File: src/vln_pkg.sv
// Shared types and constants for the vector length and normalize block.
package vln_pkg;

    // Field widths.
    localparam int COMP_W     = 16;
    localparam int MAG_W      = 16;
    localparam int SQ_W       = 34;
    localparam int LEN_W      = 17;
    localparam int UNIT_FRAC  = 14;
    localparam int QUO_W      = UNIT_FRAC + 1;
    localparam int ROOT_REM_W = LEN_W + 2;
    localparam int DIV_REM_W  = LEN_W + 1;
    localparam int LANES      = 3;

    // Item travelling down the square-root chain.
    typedef struct packed {
        logic [SQ_W-1:0]                 sq;
        logic [SQ_W-1:0]                 rad;
        logic [ROOT_REM_W-1:0]           rem;
        logic [LEN_W-1:0]                root;
        logic [LANES-1:0][MAG_W-1:0]     mag;
        logic [LANES-1:0]                neg;
    } t_sqrt_data;

    // Item travelling down the divider chain.
    typedef struct packed {
        logic [SQ_W-1:0]                 sq;
        logic [LEN_W-1:0]                len;
        logic [LANES-1:0]                neg;
        logic [LANES-1:0][DIV_REM_W-1:0] rem;
        logic [LANES-1:0][QUO_W-1:0]     dvd;
        logic [LANES-1:0][QUO_W-1:0]     quo;
    } t_div_data;

endpackage

File: src/vln_div_cell.sv
// One cell of the divider chain: settles one quotient bit in each lane.
module vln_div_cell (
    input  logic               i_clk,
    input  logic               i_rst_n,
    input  logic               i_en,
    input  logic               i_valid,
    input  vln_pkg::t_div_data i_data,
    output logic               o_valid,
    output vln_pkg::t_div_data o_data
);
    import vln_pkg::*;

    logic                 r_valid;
    t_div_data            r_data;
    t_div_data            n_data;
    logic [DIV_REM_W-1:0] w_part [LANES];
    logic [DIV_REM_W-1:0] w_len;

    // Shift in the next dividend bit and subtract the length where it fits.
    always_comb begin
        n_data = i_data;
        w_len  = {1'b0, i_data.len};
        for (int l = 0; l < LANES; l++) begin
            w_part[l] = {i_data.rem[l][DIV_REM_W-2:0], i_data.dvd[l][QUO_W-1]};
            n_data.dvd[l] = {i_data.dvd[l][QUO_W-2:0], 1'b0};
            if (w_part[l] >= w_len) begin
                n_data.rem[l] = w_part[l] - w_len;
                n_data.quo[l] = {i_data.quo[l][QUO_W-2:0], 1'b1};
            end else begin
                n_data.rem[l] = w_part[l];
                n_data.quo[l] = {i_data.quo[l][QUO_W-2:0], 1'b0};
            end
        end
    end

    always_ff @(posedge i_clk) begin
        if (!i_rst_n) begin
            r_valid <= 1'b0;
        end else if (i_en) begin
            r_valid <= i_valid;
        end
    end

    always_ff @(posedge i_clk) begin
        if (i_en) begin
            r_data <= n_data;
        end
    end

    assign o_valid = r_valid;
    assign o_data  = r_data;
endmodule

File: config.mk
export PLATFORM = sky130hd
export DESIGN_NAME = vln_div_cell
export DESIGN_NICKNAME = d
export VERILOG_FILES = /design/src/vln_pkg.sv /design/src/vln_div_cell.sv
export SDC_FILE = /design/constraint.sdc
export NUM_CORES = 1
export LEC_CHECK = 0
export BUFFER_PORTS_ARGS = -buffer_cell sky130_fd_sc_hd__buf_4
export CORE_AREA = 2 2 156 158
export CTS_BUF_LIST = sky130_fd_sc_hd__clkbuf_2 sky130_fd_sc_hd__clkbuf_4 sky130_fd_sc_hd__clkbuf_8
export CTS_CLUSTER_DIAMETER = 120
export CTS_CLUSTER_SIZE = 8
export DETAILED_ROUTE_END_ITERATION = 7
export DIE_AREA = 0 0 158 160
export GPL_TIMING_DRIVEN = 0
export PLACE_DENSITY = 0.68
export SLEW_MARGIN = 20
export SYNTH_ARGS = -nofsm -noshare
export SYNTH_HDL_FRONTEND = slang
export SYNTH_SLANG_ARGS = --single-unit
File: constraint.sdc
create_clock -name i_clk -period 8.9 [get_ports i_clk]
set_input_delay 1.78 -clock i_clk [delete_from_list [all_inputs] [get_ports i_clk]]
set_output_delay 1.78 -clock i_clk [all_outputs]
set_load 0.05 [all_outputs]
**After elaboration in Yosys (flattened, before gate mapping)**

Index checks and enable logic that the tools add are counted.

- Output and inout port bits: 199
- Word-level logic and storage cells: 25
- Register bits: 196
- Input port bits: 202

- $lt $le $gt $ge: 3
- Add/subtract/negate cells: 3
- Muxes and demuxes: 6

Operator list:

| operator | number |
|---|---|
| $ge 18x17->1 | 3 |
| $mux 18 | 3 |
| $sub 18x17->18 | 3 |
| $mux 1 | 3 |

**Logic depth before layout (Yosys ltp)**

Gate-level depths: netlist of the first run.

- Word-level depth: 2
- Mapped depth: 12
- Depth with buffers taken out: 11

**Least setup slack after synthesis of the first run**

OpenSTA, ideal clock, no wires.

- Path kind: input port to flip-flop
- From: in i_data[89] in the netlist's numbering
- To: reg r_data (netlist bit o_data[131]) (data pin)
- Data required time: 8.640 ns
- Buffers on the path: 1
- Setup time: 0.260 ns
- Setup slack: 4.625 ns
- Stages on the path: 11
- Arrival: 4.015 ns
- Path through: inv_1 -> ha_1 -> inv_1 -> fa_1 -> a21o_1 -> a221o_1 -> a211oi_4 -> a21oi_1 -> a2bb2oi_2 -> buf_6 -> mux2_4

RTL lines:

| item | line | text |
|---|---|---|
| start: declaration | vln_div_cell.sv:7 | `input vln_pkg::t_div_data i_data,` |
| end signal: assignment | vln_div_cell.sv:46 | `r_data <= n_data;` |
| end: declaration | vln_div_cell.sv:14 | `t_div_data r_data;` |

==> impl_metrics.py, run 1 <==
metrics = {
    "worst_setup_path": {
        "path_max_fanout": 10,
        "path_common_cell": "o21ai_0",
        "slowest_delay_ns": 0.63,
        "worstSetupPathType": "in -> reg",
        "cp_slowest_cell": "a21oi_1",
        "worstSetupStartpointType": "input pin",
        "rrSetupSlack_ns": 8.26,
        "path_cells": "buf_4 > inv_1 > ha_1 > inv_1 > fa_1 > a211oi_1 > o21ai_0 > a21oi_1 > o21ai_0 > a21oi_1 > clkbuf_1 > o21ai_0",
        "r2r_end": "o_valid$_SDFFE_PN0P_",
        "worstRegToRegCells": 2,
        "end_kind": "flop",
        "worst-endpoint-required_ns": 9.10,
        "r2r_start": "o_valid$_SDFFE_PN0P_",
        "critPathArrivalTime_ns": 4.82,
    },
    "grt": {
        "grt_start_max_net_pins": 79,
        "grt.total_usage": 0.2159,
        "first_global_vias": 6750,
        "antenna_found_initial": 3,
        "grt_pass1_wl_mm": 39.82,
        "grt.overflow.total": 0,
    },
    "pwr": {
        "power_frac_comb": 0.325,
        "pwr-share-seq": 0.435,
        "p_total_mw": 2.655,
        "pwr-share-clk": 0.240,
        "ir_drop_mv": 0.1415,
        "power_density_nw_per_um2": 203.8,
        "switchingPower_mw": 0.9785,
        "internal-power_mw": 1.677,
        "p_leak_nw": 5.604,
        "netSwitchingFraction": 0.3685,
    },
    "status": {
        "status": "finished, final reports clean",
    },
    "sta": {
        "max_freq_mhz": 216.2,
        "finalSetupViolCount": 0,
        "hold_viol_final": 0,
        "hold_ws_ns": 0.5651,
        "post-route-period-util": 0.5198,
        "rsz0062_at_grt": "no",
        "slew-limit-headroom": 0.5070,
        "fin_skew_ns": 0,
        "tightest_slew_ns": 0.7394,
        "slew_violations": 0,
        "finalSetupTns_ns": 0,
        "period_minus_slack_ns": 4.626,
    },
    "floorplan": {
        "core-area_um2": 23820,
        "chipWidth_um": 158,
        "die_area_um2": 25280,
        "ios": 401,
        "initial_utilization": 0.3847,
        "die_h_um": 160,
        "row_count": 57,
    },
    "logic_synthesis": {
        "synth_area_um2": 9164,
        "yosysUniqueCellTypes": 64,
        "ys_warn_count": 0,
        "synthFlopType": "edfxtp_1",
        "synth_edf_count": 195,
        "synthArstFlopShare": 0,
        "synth.avg_cell_area_um2": 13.74,
        "seq_area_frac_synth": 0.6412,
        "synth_seq_cells": 196,
        "syn_inst": 667,
    },
    "clock_tree": {
        "cts_resized": 0,
        "post_cts_buffers": 0,
        "cts_hold_buf": 0,
        "clk_pin_slew_ns": 0.11,
        "cts_tree": "built",
        "cts.htree.levels": 4,
        "cts_num_sinks": 196,
        "numCtsBuffers": 17,
        "root_buffer": "clkbuf_8",
        "clk_latency_ns": 0.45,
        "cts_buffer_depth": 2,
    },
    "layout": {
        "n_fill_cell": 2107,
        "drive_gt1_frac": 0.4278,
        "final_area_um2": 13030,
        "layout.nets": 1337,
        "diodes": 0,
        "area_growth_pct": 42.18,
    },
    "hold_path": {
        "min_from": "o_valid$_SDFFE_PN0P_",
        "min_path_type": "reg -> reg",
        "whs_path_depth": 2,
        "min_delay_worst_endpoint": "o_valid$_SDFFE_PN0P_",
    },
    "route": {
        "first_pass_iters": 4,
        "ant_nets": 0,
        "vias": 7001,
        "wirelength_mm": 28.45,
        "wl_per_cell_um": 20.07,
        "drc_errors": 0,
        "dr.first_iter.drc_count": 454,
        "via_per_inst": 4.937,
    },
    "placement": {
        "place_hpwl_mm": 22.92,
        "routabilityCongestion": 0.8457,
        "portBuffers": 391,
        "placed_area_um2": 12570,
    },
    "job": {
        "cap_violations": 0,
    },
}
[cell families (layout without fill, tap and decap cells)]
family                   after synthesis  in the layout  share of synthesized area
AO/OA/AOI/OAI                        162            162                     0.1143
XOR/XNOR                              39             39                    0.03727
adder cells (fa/ha/maj)               54             54                    0.07619
buffers and inverters                 50            475                    0.02321
flip-flops                           196            196                     0.6412
multiplexers                          28             28                    0.03782
other                                  1              3                  0.0004092
AND/OR/NAND/NOR                      137            137                    0.06964
[flip-flops by register name, summed over array words and instances, names as in the netlist]
signal and cells:
o_data 195, o_valid 1
[final cells by class]
| class | instances | area, um^2 | share of cell area |
|---|---|---|---|
| Sequential cell | 196 | 5876 | 0.4510 |
| Multi-Input combinational cell | 423 | 3083 | 0.2366 |
| Timing Repair Buffer | 393 | 2998 | 0.2301 |
| Tap cell | 324 | 405.4 | 0.03112 |
| Clock buffer | 17 | 234.0 | 0.01796 |
| Clock inverter | 15 | 220.2 | 0.01690 |
| Inverter | 34 | 127.6 | 0.009795 |
| Buffer | 16 | 85.08 | 0.006530 |
[how the worst max path moves through the flow]
stage               start               endpoint  slack (ns)  cells after the start
3_5_place_dp   i_data[59]  o_data[106]$_DFFE_PP_        3.77                     12
6_report       i_data[59]  o_data[106]$_DFFE_PP_        4.27                     12
4_1_cts        i_data[59]  o_data[106]$_DFFE_PP_        4.29                     12
2_1_floorplan  i_data[89]  o_data[131]$_DFFE_PP_        4.62                     11
5_1_grt        i_data[59]  o_data[106]$_DFFE_PP_        4.16                     12
3_3_place_gp   i_data[59]  o_data[106]$_DFFE_PP_        3.81                     12
[Yosys cell counts, types with 3 or more instances]
cell	number	share of area
o21bai_1	3	0.0025
fa_1	3	0.0066
o22ai_1	3	0.0020
nor3_1	11	0.0060
a31oi_1	3	0.0020
edfxtp_1	195	0.64
ha_1	51	0.070
mux2_2	17	0.021
xnor2_1	26	0.025
nand2_1	46	0.019
nand3_1	8	0.0044
o21ai_0	45	0.025
o21a_1	5	0.0041
o31a_1	3	0.0029
inv_1	34	0.014
mux2_4	9	0.015
nor2b_1	5	0.0034
a211oi_1	6	0.0049
xor2_1	13	0.012
and3_1	5	0.0034
clkbuf_1	8	0.0033
nand4_1	5	0.0034
nor2_1	39	0.016
a21oi_1	50	0.027
buf_4	4	0.0033
a21o_1	17	0.014
nand2b_1	6	0.0041
[power by group through the flow]
stage	Sequential, mW	Combinational, mW	Clock, mW
floorplan	1.51	0.227	0
global placement	1.18	0.858	0
detailed placement	1.18	0.867	0
CTS	1.16	0.869	0.660
global route	1.16	0.907	0.691
finish	1.15	0.864	0.636
[placed cells by master, fill, tap and decap left out, types with 3 or more instances in the layout]
cell,count
o31a_1,3
inv_12,3
clkbuf_8,17
xor2_1,13
a21oi_1,50
edfxtp_1,195
nor2b_1,5
nor2_1,39
o21bai_1,3
and3_1,5
o21ai_0,45
mux2_2,17
clkinv_8,5
buf_4,394
fa_1,3
xnor2_1,26
nand2_1,46
clkbuf_1,8
mux2_4,9
a21o_1,17
conb_1,3
a31oi_1,3
nand4_1,5
nand2b_1,6
nand3_1,8
a211oi_1,6
ha_1,51
inv_1,34
inv_8,3
o22ai_1,3
o21a_1,5
nor3_1,11
[layer usage]
layer,up-vias,routed length [um],track usage
met1,3344,10200,0.2290
met2,260,14580,0.3832
li1,3348,-,-
met4,6,867,0.07617
met5,-,45,0
met3,43,2760,0.08820
[through the flow]
step / setup slack [ns] / util / cells
2_1_floorplan: 4.625 / - / 669
3_3_place_gp: 3.807 / 0.5253 / 1384
3_5_place_dp: 3.766 / 0.5279 / 1386
4_1_cts: 4.287 / 0.5470 / 1418
5_1_grt: 4.159 / 0.5470 / 1418
6_report: 4.274 / 0.5470 / 1418
[worst max-delay path, delay by kind of cell]
family,cells,cell delay [ns]
AOI/OAI and AO/OA,6,1.78
buffers and inverters,4,0.67
adders and majority gates,2,0.58
(Power assumes the default switching activity.)
==> run 2: changes to the inputs <==
--- a/config.mk
+++ b/config.mk
@@ -6,14 +6,14 @@
 export NUM_CORES = 1
 export LEC_CHECK = 0
 export BUFFER_PORTS_ARGS = -buffer_cell sky130_fd_sc_hd__buf_4
-export CORE_AREA = 2 2 156 158
+export CORE_AREA = 2 2 157 159
 export CTS_BUF_LIST = sky130_fd_sc_hd__clkbuf_2 sky130_fd_sc_hd__clkbuf_4 sky130_fd_sc_hd__clkbuf_8
 export CTS_CLUSTER_DIAMETER = 120
 export CTS_CLUSTER_SIZE = 8
 export DETAILED_ROUTE_END_ITERATION = 7
-export DIE_AREA = 0 0 158 160
+export DIE_AREA = 0 0 159 161
 export GPL_TIMING_DRIVEN = 0
-export PLACE_DENSITY = 0.68
+export PLACE_DENSITY = 0.67
 export SLEW_MARGIN = 20
 export SYNTH_ARGS = -nofsm -noshare
 export SYNTH_HDL_FRONTEND = slang
==> constraint.sdc (replaced) <==
create_clock -name i_clk -period 4.6 [get_ports i_clk]
set_input_delay 0.92 -clock i_clk [delete_from_list [all_inputs] [get_ports i_clk]]
set_output_delay 0.92 -clock i_clk [all_outputs]
set_load 0.05 [all_outputs]
==> impl_metrics.py, run 2 (synthesis results as in run 1) <==
metrics = {
    "status": {
        "status": "finished, final reports clean",
    },
    "pwr": {
        "p_total_mw": 5.071,
        "p_leak_nw": 5.590,
        "power_density_nw_per_um2": 390.2,
        "ir_drop_mv": 0.2019,
    },
    "layout": {
        "layout.nets": 1337,
        "utilization": 0.5422,
        "drive_gt1_frac": 0.4278,
        "area_growth_pct": 41.79,
        "final_common_cell": "buf_4",
        "diodes": 0,
        "seq_area_um2": 5876,
        "n_fill_cell": 2115,
        "multi_input_area_um2": 3083,
        "largest_reg_flops": 195,
        "final_cell_mix": "buf_4 (394), edfxtp_1 (195), ha_1 (51)",
    },
    "placement": {
        "portBuffers": 391,
        "routabilityCongestion": 0.8759,
        "place_hpwl_mm": 22.86,
    },
    "worst_setup_path": {
        "worstRegToRegCells": 2,
        "path_common_cell": "o21ai_0",
        "worstSetupStartpointType": "input pin",
        "worst-endpoint-required_ns": 4.80,
        "cp_slowest_cell": "a21oi_1",
        "path_max_fanout": 10,
        "path_cells": "buf_4 > inv_1 > ha_1 > inv_1 > fa_1 > a211oi_1 > o21ai_0 > a21oi_1 > o21ai_0 > a21oi_1 > clkbuf_1 > o21ai_0",
        "end_kind": "flop",
        "slowest_delay_ns": 0.59,
        "critPathArrivalTime_ns": 3.89,
        "worstSetupPathType": "in -> reg",
    },
    "route": {
        "first_pass_iters": 6,
        "via_per_inst": 4.941,
        "wl_per_cell_um": 20.31,
        "dr.first_iter.drc_count": 466,
        "drc_errors": 0,
        "wirelength_mm": 28.81,
        "ant_nets": 0,
        "vias": 7007,
    },
    "clock_tree": {
        "cts_resized": 0,
        "clk_latency_ns": 0.47,
        "post_cts_buffers": 0,
        "cts_hold_buf": 0,
        "cts_num_sinks": 196,
        "cts.htree.levels": 4,
        "cts_tree": "built",
        "cts_buffer_depth": 2,
        "clk_pin_slew_ns": 0.12,
        "numCtsBuffers": 17,
        "root_buffer": "clkbuf_8",
    },
    "sta": {
        "tightest_slew_ns": 0.6736,
        "period_minus_slack_ns": 3.693,
        "slew-limit-headroom": 0.5509,
        "fin_skew_ns": 0,
        "post-route-period-util": 0.8028,
        "finalSetupTns_ns": 0,
        "slew_violations": 0,
        "hold_viol_final": 0,
        "rsz0062_at_grt": "no",
        "max_freq_mhz": 270.8,
        "finalSetupViolCount": 0,
    },
    "job": {
        "cap_violations": 0,
    },
    "grt": {
        "grt.overflow.total": 0,
        "antenna_found_initial": 0,
        "first_global_vias": 6928,
        "grt_start_max_net_pins": 94,
        "grt.total_usage": 0.2207,
        "grt_pass1_wl_mm": 42.08,
    },
    "floorplan": {
        "die_h_um": 161,
        "die_area_um2": 25600,
        "ios": 401,
        "row_count": 57,
        "chipWidth_um": 159,
        "core-area_um2": 23960,
        "initial_utilization": 0.3824,
    },
    "hold_path": {
        "min_path_type": "reg -> reg",
        "whs_path_depth": 2,
    },
}
-- run 2: cell count changes in the layout (fill, tap and decap cells not counted) --
| cell | previous run | this run |
|---|---|---|
| bufinv_16 | 1 | 0 |
| inv_6 | 2 | 3 |
| clkbuf_4 | 0 | 1 |
| inv_8 | 3 | 4 |
| inv_12 | 3 | 1 |
-- run 2: final timing paths --
path / start / to / slack, ns
setup / recovery: i_data[59] / o_data[105]$_DFFE_PP_ / 0.91
hold / removal: o_valid$_SDFFE_PN0P_ / o_valid$_SDFFE_PN0P_ / 0.56
setup reg to reg: o_valid$_SDFFE_PN0P_ / o_valid$_SDFFE_PN0P_ / 3.98
hold reg to reg: o_valid$_SDFFE_PN0P_ / o_valid$_SDFFE_PN0P_ / 0.56
-- run 2: critical path: cells and delay by family --
family,cells,cell delay (ns)
buffers and inverters,4,0.66
AO/OA/AOI/OAI,6,1.74
adder cells (fa/ha/maj),2,0.57
-- run 2: layer usage --
metal,vias up,track usage,routed length [um]
met4,0,0.05124,412
li1,3347,-,-
met5,-,0,0
met1,3356,0.2468,10660
met3,19,0.08192,2562
met2,285,0.4008,15170
-- run 2: cell type report --
cell class / instances / area share
Clock inverter: 14 / 0.01367
Buffer: 16 / 0.006548
Timing Repair Buffer: 393 / 0.2307
Sequential cell: 196 / 0.4522
Clock buffer: 18 / 0.01858
Multi-Input combinational cell: 423 / 0.2373
Inverter: 34 / 0.009822
Tap cell: 324 / 0.03120
-- run 2: per-stage QoR --
step	area (um^2)	std cells	worst slack [ns]	hold slack, ns
2_1_floorplan	9171	669	1.185	0.7429
3_3_place_gp	12510	1384	0.4588	0.5197
3_5_place_dp	12570	1386	0.4198	0.5263
4_1_cts	12990	1418	0.9491	0.5620
5_1_grt	12990	1418	0.7656	0.5573
6_report	12990	1418	0.9069	0.5582
-- run 2: power by group --
part / total, mW / internal [mW] / switching (mW)
clock: 1.17 / 0.430 / 0.735
sequential: 2.23 / 2.18 / 0.0502
combinational: 1.67 / 0.573 / 1.10
total: 5.07 / 3.19 / 1.88
