<file path="src/vln_pkg.sv">
// Shared types and constants for the vector length and normalize block.
package vln_pkg;

    // Field widths.
    localparam int COMP_W     = 16;
    localparam int MAG_W      = 16;
    localparam int SQ_W       = 34;
    localparam int LEN_W      = 17;
    localparam int UNIT_FRAC  = 14;
    localparam int QUO_W      = UNIT_FRAC + 1;
    localparam int ROOT_REM_W = LEN_W + 2;
    localparam int DIV_REM_W  = LEN_W + 1;
    localparam int LANES      = 3;

    // Item travelling down the square-root chain.
    typedef struct packed {
        logic [SQ_W-1:0]                 sq;
        logic [SQ_W-1:0]                 rad;
        logic [ROOT_REM_W-1:0]           rem;
        logic [LEN_W-1:0]                root;
        logic [LANES-1:0][MAG_W-1:0]     mag;
        logic [LANES-1:0]                neg;
    } t_sqrt_data;

    // Item travelling down the divider chain.
    typedef struct packed {
        logic [SQ_W-1:0]                 sq;
        logic [LEN_W-1:0]                len;
        logic [LANES-1:0]                neg;
        logic [LANES-1:0][DIV_REM_W-1:0] rem;
        logic [LANES-1:0][QUO_W-1:0]     dvd;
        logic [LANES-1:0][QUO_W-1:0]     quo;
    } t_div_data;

endpackage

</file>
<file path="src/vln_sqrt_cell.sv">
// One cell of the square-root chain: settles one bit of the root.
module vln_sqrt_cell (
    input  logic                i_clk,
    input  logic                i_rst_n,
    input  logic                i_en,
    input  logic                i_valid,
    input  vln_pkg::t_sqrt_data i_data,
    output logic                o_valid,
    output vln_pkg::t_sqrt_data o_data
);
    import vln_pkg::*;

    logic                  r_valid;
    t_sqrt_data            r_data;
    t_sqrt_data            n_data;
    logic [ROOT_REM_W-1:0] w_rem;
    logic [ROOT_REM_W-1:0] w_trial;

    // Bring down the next two radicand bits and try the next root bit.
    always_comb begin
        n_data  = i_data;
        w_rem   = {i_data.rem[ROOT_REM_W-3:0], i_data.rad[SQ_W-1:SQ_W-2]};
        w_trial = {i_data.root, 2'b01};
        n_data.rad = {i_data.rad[SQ_W-3:0], 2'b00};
        if (w_rem >= w_trial) begin
            n_data.rem  = w_rem - w_trial;
            n_data.root = {i_data.root[LEN_W-2:0], 1'b1};
        end else begin
            n_data.rem  = w_rem;
            n_data.root = {i_data.root[LEN_W-2:0], 1'b0};
        end
    end

    always_ff @(posedge i_clk) begin
        if (!i_rst_n) begin
            r_valid <= 1'b0;
        end else if (i_en) begin
            r_valid <= i_valid;
        end
    end

    always_ff @(posedge i_clk) begin
        if (i_en) begin
            r_data <= n_data;
        end
    end

    assign o_valid = r_valid;
    assign o_data  = r_data;
endmodule

</file>
<file path="config.mk">
export PLATFORM = sky130hd
export DESIGN_NAME = vln_sqrt_cell
export DESIGN_NICKNAME = d
export VERILOG_FILES = /design/src/vln_pkg.sv /design/src/vln_sqrt_cell.sv
export SDC_FILE = /design/constraint.sdc
export NUM_CORES = 1
export LEC_CHECK = 0
export ABC_AREA = 1
export BUFFER_PORTS_ARGS = -buffer_cell sky130_fd_sc_hd__buf_2
export CORE_AREA = 2 2 122 124
export CTS_BUF_LIST = sky130_fd_sc_hd__clkbuf_4 sky130_fd_sc_hd__clkbuf_8
export CTS_CLUSTER_DIAMETER = 60
export DETAILED_ROUTE_END_ITERATION = 7
export DIE_AREA = 0 0 124 126
export GPL_TIMING_DRIVEN = 0
export MAX_ROUTING_LAYER = met4
export PLACE_DENSITY = 0.75
export SLEW_MARGIN = 20
export SYNTH_ARGS = -nofsm -noshare
export SYNTH_HDL_FRONTEND = slang
export SYNTH_SLANG_ARGS = --single-unit
</file>
<file path="constraint.sdc">
create_clock -name i_clk -period 3.8 [get_ports i_clk]
set_input_delay 0 -clock i_clk [delete_from_list [all_inputs] [get_ports i_clk]]
set_output_delay 0 -clock i_clk [all_outputs]
set_load 0.005 [all_outputs]
</file>
## After elaboration in Yosys (flattened, before gate mapping)

Cells that the tools add are included.

| storage, ports and cells | value |
|---|---|
| register bits after elaboration | 154 |
| word-level logic and storage cells | 12 |

| cells by class | value |
|---|---|
| add/subtract/negate cells | 1 |
| order comparisons | 1 |
| multiplexer cells | 1 |

Operators by type and width:

| cell | count |
|---|---|
| 2-to-1 mux 36 bit | 1 |
| greater-or-equal comparator 19 bit | 1 |
| subtractor 19 bit | 1 |

## Logic depth before layout (Yosys ltp)

Gate-level depths: netlist (run 1).

| depth | value |
|---|---|
| word-level depth | 2 |
| depth in mapped cells | 14 |
| gate-level depth less buffers | 13 |

## Least setup slack after synthesis (run 1)

No wires, ideal clock.

| timing | value |
|---|---|
| kind | input port to flip-flop |
| from | input i_data[63] (netlist bit) |
| to | register r_data, in the netlist o_data[78] (data pin) |
| arrival | 1.210 ns |
| required time | 3.548 ns |
| path slack | 2.338 ns |
| cell stages on the path | 11 |
| buffers on the path | 1 |
| cells stage by stage | inv_1 -> ha_1 -> nand2_1 -> inv_2 -> nand2_1 -> nand2_1 -> a21oi_2 -> nand4_2 -> buf_4 -> nand2_1 -> nand2_1 |

RTL lines:

| what | line | source |
|---|---|---|
| start, declared | vln_sqrt_cell.sv:7 | `input vln_pkg::t_sqrt_data i_data,` |
| end signal, assigned | vln_sqrt_cell.sv:44 | `r_data <= n_data;` |
| end, declared | vln_sqrt_cell.sv:14 | `t_sqrt_data r_data;` |

==> metrics.yaml, run 1 <==
timing:
  tns_ps: 0
  maxSlewViolCount: 0
  worst_clock_skew_ps: 0
  timing.fmax_mhz: 533.2
  worstMarginPinSlew_ps: 518.7
  hold_ws_ps: 229.7
  setup_violations: 0
  layout_min_cycle_time_ps: 1876
  slew_headroom_pct: 65.42
  finalCritPeriodShare_pct: 49.36
  finalHoldViolCount: 0
  rsz0062_at_grt: "false"
worst_setup_path:
  crit_type: "primary input to register"
  cp_max_fo: 89
  crit_path_start_kind: "primary input"
  cp.required_ps: 4210
  crit_arrival_ps: 2280
  end_kind: "register"
synthesis:
  synthCells: 466
  synth_cell_types: 30
  ys.flop_type: "edfxtp_1"
  syn_area_per_cell_um2: 13.64
  synth_edf_count: 153
  yosys_warnings: 0
  seq_area_frac_synth_pct: 72.60
  ys_ff_latch: 154
  syn_area_mm2: 0.006356
  synthArstFlopShare_pct: 0
power_and_ir_drop:
  switching_share_pct: 26.96
  seq_power_share_pct: 50.7
  p_int_mw: 2.997
  p_per_area_mw_per_mm2: 405.0
  clock_power_share_pct: 30.9
  power_leakage_nw: 4.648
  power_frac_comb_pct: 18.4
  switching_power_mw: 1.106
  peakVddDrop_mv: 0.2039
detailed_routing:
  drt_iter0_drc: 424
  vias_per_cell: 4.796
  drc_errors: 0
  totalWireLength_um: 22460
  vias: 5515
  ant_nets: 0
  post_drt_wl_per_cell_um: 19.53
  drt-pass1-iter-count: 4
cts:
  clockBufferDepth: 2
  clk_latency_ps: 460
  cts.htree.levels: 4
  root_buffer: "clkbuf_8"
  clkSinkCount: 154
  cts.clk_slew.worst_paths_ps: 100
  numCtsBuffers: 17
  cts_tree: "done"
place:
  port_buffers: 310
  dp_hpwl_um: 13530
  gp_congestion: 0.9242
grt:
  grt_max_degree: 90
  antenna_found_initial: 1
  grt_pass1_wl_um: 32290
  grt_pass1_vias: 5692
  overflow: 0
  grt_usage_pct: 29.65
finish:
  final_nets: 1130
  utilization_pct: 70.78
  nFillCells: 987
  final_common_cell: "buf_2"
  layout_common_cells: "buf_2, dlygate4sd3_1, edfxtp_1, nand2_1, inv_1"
  area_delta_synth_final_pct: 59.39
  drive_above_1_share_pct: 41.76
floorplan:
  core-area_mm2: 0.01431
  die_w_um: 124
  num_rows: 44
  ios: 315
  die_area_mm2: 0.01562
  initial_core_util_pct: 44.41
  die_h_um: 126
flow_run:
  cap_violations: 0
outcome:
  status: "finished, final reports clean"
worst_hold_path:
  hold_path_class: "primary input to register"
-- path summary, 6_finish.rpt --
kind                                 start  cells past startpoint  slack (ps)         end
worst min-delay path            i_data[67]                      6         230  o_data[86]
worst max register to register     o_valid                      3        2560     o_valid
worst max-delay path                  i_en                      6        1920     o_valid
worst min register to register     o_valid                      3        1150     o_valid
-- sequential cells by signal, indices dropped and copies added, names as in the netlist --
| register | flops |
|---|---|
| o_data | 153 |
| o_valid | 1 |
-- Yosys cell counts (3+ instances only) --
master	number	area (um2)
a21oi_1	12	60.06
buf_4	3	22.52
edfxtp_1	153	4594
ha_1	19	237.7
inv_1	44	165.2
inv_2	11	41.29
nand2_1	113	424.2
nand2_2	10	62.56
nand3_1	21	105.1
nand3_2	19	190.2
nand3b_1	7	52.55
nor2_1	15	56.30
nor2_2	7	43.79
nor3_1	3	15.01
o21ai_0	3	15.01
xor2_1	8	70.07
-- layout make-up --
cell class	count	area (um2)	area share (%)
multi-input combinational	252	1479	14.60
sequential	154	4614	45.55
clock inverter	15	163.9	1.618
tap	184	230.2	2.272
timing repair buffer	466	3141	31.00
buffer	6	60.06	0.5928
antenna	1	2.502	0.02470
clock buffer	17	234.0	2.309
inverter	55	206.4	2.038
-- kinds of logic (layout without fill, tap and decap cells) --
| family | Yosys count | after routing | synth area share, % |
|---|---|---|---|
| fa+ha+maj | 19 | 19 | 3.740 |
| xor+xnor | 9 | 9 | 1.240 |
| buf+inv | 61 | 559 | 4.193 |
| compound gates | 21 | 21 | 2.185 |
| simple gates | 201 | 201 | 15.98 |
| other cells | 1 | 3 | 0.05900 |
| flops | 154 | 154 | 72.60 |
-- worst max-delay path: stages --
cell           delay [ps]
dlygate4sd3_1         560
buf_8                 400
buf_16                370
o21ai_0               150
a21oi_1               120
dlygate4sd3_1         560
-- per-stage QoR --
step                      worst slack [ps]  std cells  instance area, um2  power [mW]
after floorplan                       2338        467                6360       2.369
after global placement               775.4        961                8142       2.693
after detailed placement              2022        962                8179       2.708
after CTS                             1947       1149               10130       4.074
after global routing                  1764       1150               10130       4.277
final                                 1924       1150               10130       4.103
-- timing repair --
item	4_1_cts	5_1_grt
resized for setup	0	0
hold endpoints to repair	162	0
setup buffers	0	0
hold buffers	155	0
-- per-layer routing --
metal  part of all wire, %  global-route usage (%)  routed length, um  vias to the layer above
met5                     0                       -                  0                        -
met4                   5.5                   16.59               1232                        0
met3                   8.7                   9.284               1953                       84
met2                    50                   49.48              11260                      291
met1                    36                   30.67               8020                     2566
li1                      -                       -                  -                     2574
-- power by group through the flow --
stage / registers [mW] / logic (mW) / clock network [mW]
floorplan: 2.13 / 0.235 / 0
global placement: 2.11 / 0.585 / 0
detailed placement: 2.11 / 0.600 / 0
CTS: 2.07 / 0.733 / 1.27
global route: 2.09 / 0.816 / 1.37
finish: 2.08 / 0.754 / 1.27
Note: power is estimated with default switching activity, not from simulation.
==> inputs of run 2 (changes only) <==
--- a/config.mk
+++ b/config.mk
@@ -7,14 +7,15 @@
 export LEC_CHECK = 0
 export ABC_AREA = 1
 export BUFFER_PORTS_ARGS = -buffer_cell sky130_fd_sc_hd__buf_2
-export CORE_AREA = 2 2 122 124
+export CORE_ASPECT_RATIO = 0.8
+export CORE_MARGIN = 1
+export CORE_UTILIZATION = 43
 export CTS_BUF_LIST = sky130_fd_sc_hd__clkbuf_4 sky130_fd_sc_hd__clkbuf_8
 export CTS_CLUSTER_DIAMETER = 60
 export DETAILED_ROUTE_END_ITERATION = 7
-export DIE_AREA = 0 0 124 126
 export GPL_TIMING_DRIVEN = 0
 export MAX_ROUTING_LAYER = met4
-export PLACE_DENSITY = 0.75
+export PLACE_DENSITY = 0.76
 export SLEW_MARGIN = 20
 export SYNTH_ARGS = -nofsm -noshare
 export SYNTH_HDL_FRONTEND = slang
==> constraint.sdc (replaced) <==
create_clock -name i_clk -period 1.7 [get_ports i_clk]
set_input_delay 0 -clock i_clk [delete_from_list [all_inputs] [get_ports i_clk]]
set_output_delay 0 -clock i_clk [all_outputs]
set_load 0.005 [all_outputs]
==> metrics.yaml, run 2 (synthesis gave the netlist of run 1 again) <==
power_and_ir_drop:
  switching_power_mw: 2.517
  clock_power_share_pct: 31.6
  p_int_mw: 6.753
  switching_share_pct: 27.15
  power_leakage_nw: 4.684
  power_frac_comb_pct: 18.3
  seq_power_share_pct: 50.2
  peakVddDrop_mv: 0.6516
  p_per_area_mw_per_mm2: 907.0
worst_hold_path:
  hold_path_class: "primary input to register"
  worstHoldEndpoint: "o_data[77]"
  whs_path_depth: 5
  hold_start: "i_data[75]"
finish:
  layout_common_cells: "buf_2, dlygate4sd3_1, edfxtp_1, nand2_1, inv_1"
  final_common_cell: "buf_2"
  largest_register_ffs: 153
  final_nets: 1134
  design_area_mm2: 0.01022
  area_delta_synth_final_pct: 60.79
  nFillCells: 1013
  drive_above_1_share_pct: 42.41
  final-seq-area_mm2: 0.004614
  multiInputGateArea_mm2: 0.001510
cts:
  numCtsBuffers: 17
  cts.htree.levels: 4
  clk_latency_ps: 450
  cts.clk_slew.worst_paths_ps: 90
  clkSinkCount: 154
  clockBufferDepth: 2
  root_buffer: "clkbuf_8"
  cts_tree: "done"
place:
  port_buffers: 310
  place_area_mm2: 0.008179
  gp_congestion: 0.8973
  dp_hpwl_um: 12800
timing:
  layout_min_cycle_time_ps: 1615
  worst_clock_skew_ps: 0
  maxSlewViolCount: 0
  setup_violations: 0
  slew_headroom_pct: 62.12
  timing.fmax_mhz: 619.3
  finalHoldViolCount: 0
  worstMarginPinSlew_ps: 568.2
  finalCritPeriodShare_pct: 94.99
  tns_ps: 0
worst_setup_path:
  r2r_end: "o_valid"
  reg2reg_slack_ps: 470
  cp.required_ps: 1910
  crit_arrival_ps: 1820
  crit_path_start_kind: "primary input"
  r2r_start: "o_valid"
  crit_type: "primary input to register"
  cp_max_fo: 10
  end_kind: "register"
  rr_worst_depth: 3
detailed_routing:
  drc_errors: 0
  totalWireLength_um: 21180
  post_drt_wl_per_cell_um: 18.35
  ant_nets: 0
  vias_per_cell: 4.812
  wl_met3_um: 1917
  top_layer: "met4"
  drt-pass1-iter-count: 7
  vias: 5553
  wl_met1_um: 7840
  drt_iter0_drc: 387
  routed-wl-met2_um: 10490
grt:
  grt_pass1_vias: 5636
  grt_usage_pct: 29.03
  antenna_found_initial: 1
  grt_max_degree: 83
  grt_pass1_wl_um: 31130
  overflow: 0
floorplan:
  initial_core_util_pct: 44.30
  die_h_um: 110.7
  ios: 315
  die_w_um: 137.9
  die_area_mm2: 0.01528
  num_rows: 39
  core-area_mm2: 0.01435
flow_run:
  cap_violations: 0
outcome:
  status: "finished, final reports clean"
## run 2: power groups by stage
stage | clock network (mW) | registers (mW) | logic (mW)
floorplan | 0 | 4.77 | 0.524
global placement | 0 | 4.71 | 1.29
detailed placement | 0 | 4.71 | 1.32
CTS | 2.96 | 4.63 | 1.62
global route | 3.14 | 4.68 | 1.83
finish | 2.93 | 4.65 | 1.69
## run 2: worst max-delay path by stage
stage | start | endpoint | slack [ps]
2_1_floorplan | i_data[63] | o_data[78] | 240
3_3_place_gp | i_en | o_valid | -1280
3_5_place_dp | i_data[63] | o_data[78] | -50
4_1_cts | i_data[84] | o_data[78] | 10
5_1_grt | i_data[84] | o_data[69] | -6
6_report | i_data[84] | o_data[69] | 90
## run 2: critical path, stage by stage
cell and delay (ps):
dlygate4sd3_1 530, buf_2 140, ha_4 280, nand2_1 60
inv_2 90, nand2_1 90, nor2_2 130, nand3_1 130
nand4_4 160, buf_12 150, o21ai_1 70
## run 2: through the flow
step | utilization, % | hold WS [ps] | worst slack [ps] | total power, mW | instances
4_1_cts | 70.72 | 132.3 | 13.09 | 9.209 | 1149
5_1_grt | 71.24 | 180.0 | -5.770 | 9.653 | 1154
3_5_place_dp | 57.01 | 178.4 | -53.97 | 6.034 | 962
2_1_floorplan | - | 93.46 | 237.9 | 5.296 | 467
6_report | 71.24 | 160.3 | 85.17 | 9.269 | 1154
3_3_place_gp | 56.75 | 176.9 | -1283 | 5.999 | 961
## run 2: final cells by class
class	instances	area share, %
Clock buffer	17	2.289
Inverter	55	2.020
Sequential cell	154	45.15
Tap cell	184	2.253
Buffer	6	0.7101
Multi-Input combinational cell	252	14.78
Antenna cell	1	0.02449
Clock inverter	15	1.775
Timing Repair Buffer	470	31.00
## run 2: layer usage
layer,global-route usage (%),vias to the layer above
met2,47.80,284
met1,31.09,2620
met4,13.84,0
met5,-,-
met3,9.785,61
li1,-,2588
## run 2: timing repair
item,CTS,global route
endpoints found under the hold margin,155,0
setup endpoints to repair,0,19
resized for setup,0,7
setup buffers,0,3
hold buffers,155,0
==> inputs of run 3 (changes only) <==
--- a/config.mk
+++ b/config.mk
@@ -7,11 +7,14 @@
 export LEC_CHECK = 0
 export ABC_AREA = 1
 export BUFFER_PORTS_ARGS = -buffer_cell sky130_fd_sc_hd__buf_2
+export CELL_PAD_IN_SITES_DETAIL_PLACEMENT = 1
+export CELL_PAD_IN_SITES_GLOBAL_PLACEMENT = 1
 export CORE_ASPECT_RATIO = 0.8
 export CORE_MARGIN = 1
-export CORE_UTILIZATION = 43
+export CORE_UTILIZATION = 33
 export CTS_BUF_LIST = sky130_fd_sc_hd__clkbuf_4 sky130_fd_sc_hd__clkbuf_8
 export CTS_CLUSTER_DIAMETER = 60
+export CTS_CLUSTER_SIZE = 25
 export DETAILED_ROUTE_END_ITERATION = 7
 export GPL_TIMING_DRIVEN = 0
 export MAX_ROUTING_LAYER = met4
==> metrics.yaml, run 3 (synthesis gave the netlist of run 1 again) <==
worst_setup_path:
  cp_max_fo: 4
  crit_arrival_ps: 1830
  slowest_stage: "dlygate4sd3_1"
  crit_path_start_kind: "primary input"
  path_cells: "dlygate4sd3_1, buf_2, inv_1, ha_1, inv_1, nand2_1, nand3_1, nand2_1, nand2_4, nand2_1, nand3b_1, nand3_2, nand2_1"
  crit_type: "primary input to register"
  cp.required_ps: 1920
  crit_top_cell: "nand2_1"
  rr_worst_depth: 3
  end_kind: "register"
  critical-path-max-stage-delay_ps: 520
cts:
  clk_latency_ps: 460
  clockBufferDepth: 2
  cts_tree: "done"
  numCtsBuffers: 17
  clkSinkCount: 154
  root_buffer: "clkbuf_8"
  post_cts_buffers: 0
  cts.htree.levels: 4
  cts.clk_slew.worst_paths_ps: 90
detailed_routing:
  drt-pass1-iter-count: 5
  vias: 5644
  ant_nets: 0
  vias_per_cell: 4.604
  post_drt_wl_per_cell_um: 21.60
  totalWireLength_um: 26480
  drt_iter0_drc: 305
  drc_errors: 0
timing:
  timing.fmax_mhz: 621.5
  finalCritPeriodShare_pct: 94.65
  worst_clock_skew_ps: 0
  slew_headroom_pct: 66.01
  finalHoldViolCount: 0
  worstMarginPinSlew_ps: 509.8
  maxSlewViolCount: 0
  rsz0062_at_grt: "false"
  tns_ps: 0
  setup_violations: 0
  hold_ws_ps: 144.6
  layout_min_cycle_time_ps: 1609
finish:
  drive_above_1_share_pct: 42.07
  final_common_cell: "buf_2"
  area_delta_synth_final_pct: 61.28
  layout_common_cells: "buf_2, dlygate4sd3_1, edfxtp_1, nand2_1, inv_1"
  instances_no_fill: 1226
  largest_register_ffs: 153
  final_nets: 1130
floorplan:
  die_h_um: 126.1
  die_area_mm2: 0.01982
  core-area_mm2: 0.01892
  ios: 315
  num_rows: 45
  initial_core_util_pct: 33.60
  die_w_um: 157.2
grt:
  overflow: 0
  grt_usage_pct: 27.58
  grt_pass1_wl_um: 38210
  grt_max_degree: 101
  grt_pass1_vias: 6022
  antenna_found_initial: 2
place:
  gp_congestion: 0.8552
  port_buffers: 310
  placed_cells: 1036
  dp_hpwl_um: 15560
power_and_ir_drop:
  peakVddDrop_mv: 0.5418
  p_per_area_mw_per_mm2: 910.2
  power_leakage_nw: 4.643
outcome:
  status: "finished, final reports clean"
worst_hold_path:
  whs_path_depth: 5
  hold_path_class: "primary input to register"
flow_run:
  cap_violations: 0
-- run 3: final timing paths --
kind,start,end,slack [ps]
worst max-delay path,i_data[120],o_data[80],90
worst min-delay path,i_data[84],o_data[86],140
worst min register to register,o_valid,o_valid,1120
worst max register to register,o_valid,o_valid,490
-- run 3: layer usage --
| metal | up-vias | part of all wire (%) | track usage (%) |
|---|---|---|---|
| met5 | - | 0 | - |
| met4 | 0 | 5.1 | 14.85 |
| met3 | 74 | 7.2 | 7.846 |
| met2 | 256 | 49 | 45.55 |
| met1 | 2730 | 39 | 29.97 |
| li1 | 2584 | - | - |
-- run 3: worst max-delay path: cells and delay by family --
family / cells / cell delay [ps]
AND/OR/NAND/NOR: 8 / 760
buffers and inverters: 4 / 880
adder cells (fa/ha/maj): 1 / 210
-- run 3: metrics by stage --
| stage | total power, mW | worst slack, ps | utilization, % | instance area (um2) |
|---|---|---|---|---|
| 2_1_floorplan | 5.296 | 237.9 | - | 6360 |
| 3_3_place_gp | 6.044 | -1370 | 43.53 | 8234 |
| 3_5_place_dp | 6.093 | -113.2 | 43.72 | 8272 |
| 4_1_cts | 9.246 | 36.37 | 54.09 | 10230 |
| 5_1_grt | 9.686 | 7.401 | 54.17 | 10250 |
| 6_report | 9.331 | 90.90 | 54.19 | 10250 |
-- run 3: final cells by class --
type                       instances  area (um2)
sequential                       154        4614
multi-input combinational        252        1486
buffer                             6       60.06
tap                              258       322.8
inverter                          55       206.4
fill                            2107        8667
antenna                            3       7.507
timing repair buffer             466        3143
clock inverter                    15       176.4
clock buffer                      17       234.0
-- run 3: report_power, final --
part | leakage (nW) | switching, mW | internal [mW]
Sequential | 1.51 | 0.118 | 4.56
Clock | 0.199 | 1.80 | 1.12
Combinational | 2.94 | 0.921 | 0.812
Total | 4.64 | 2.84 | 6.49
-- run 3: what timing repair did --
| action | 4_1_cts | 5_1_grt |
|---|---|---|
| resized for setup | 0 | 3 |
| hold buffers | 155 | 0 |
| endpoints found under the setup margin | 0 | 2 |
| hold endpoints to repair | 206 | 0 |
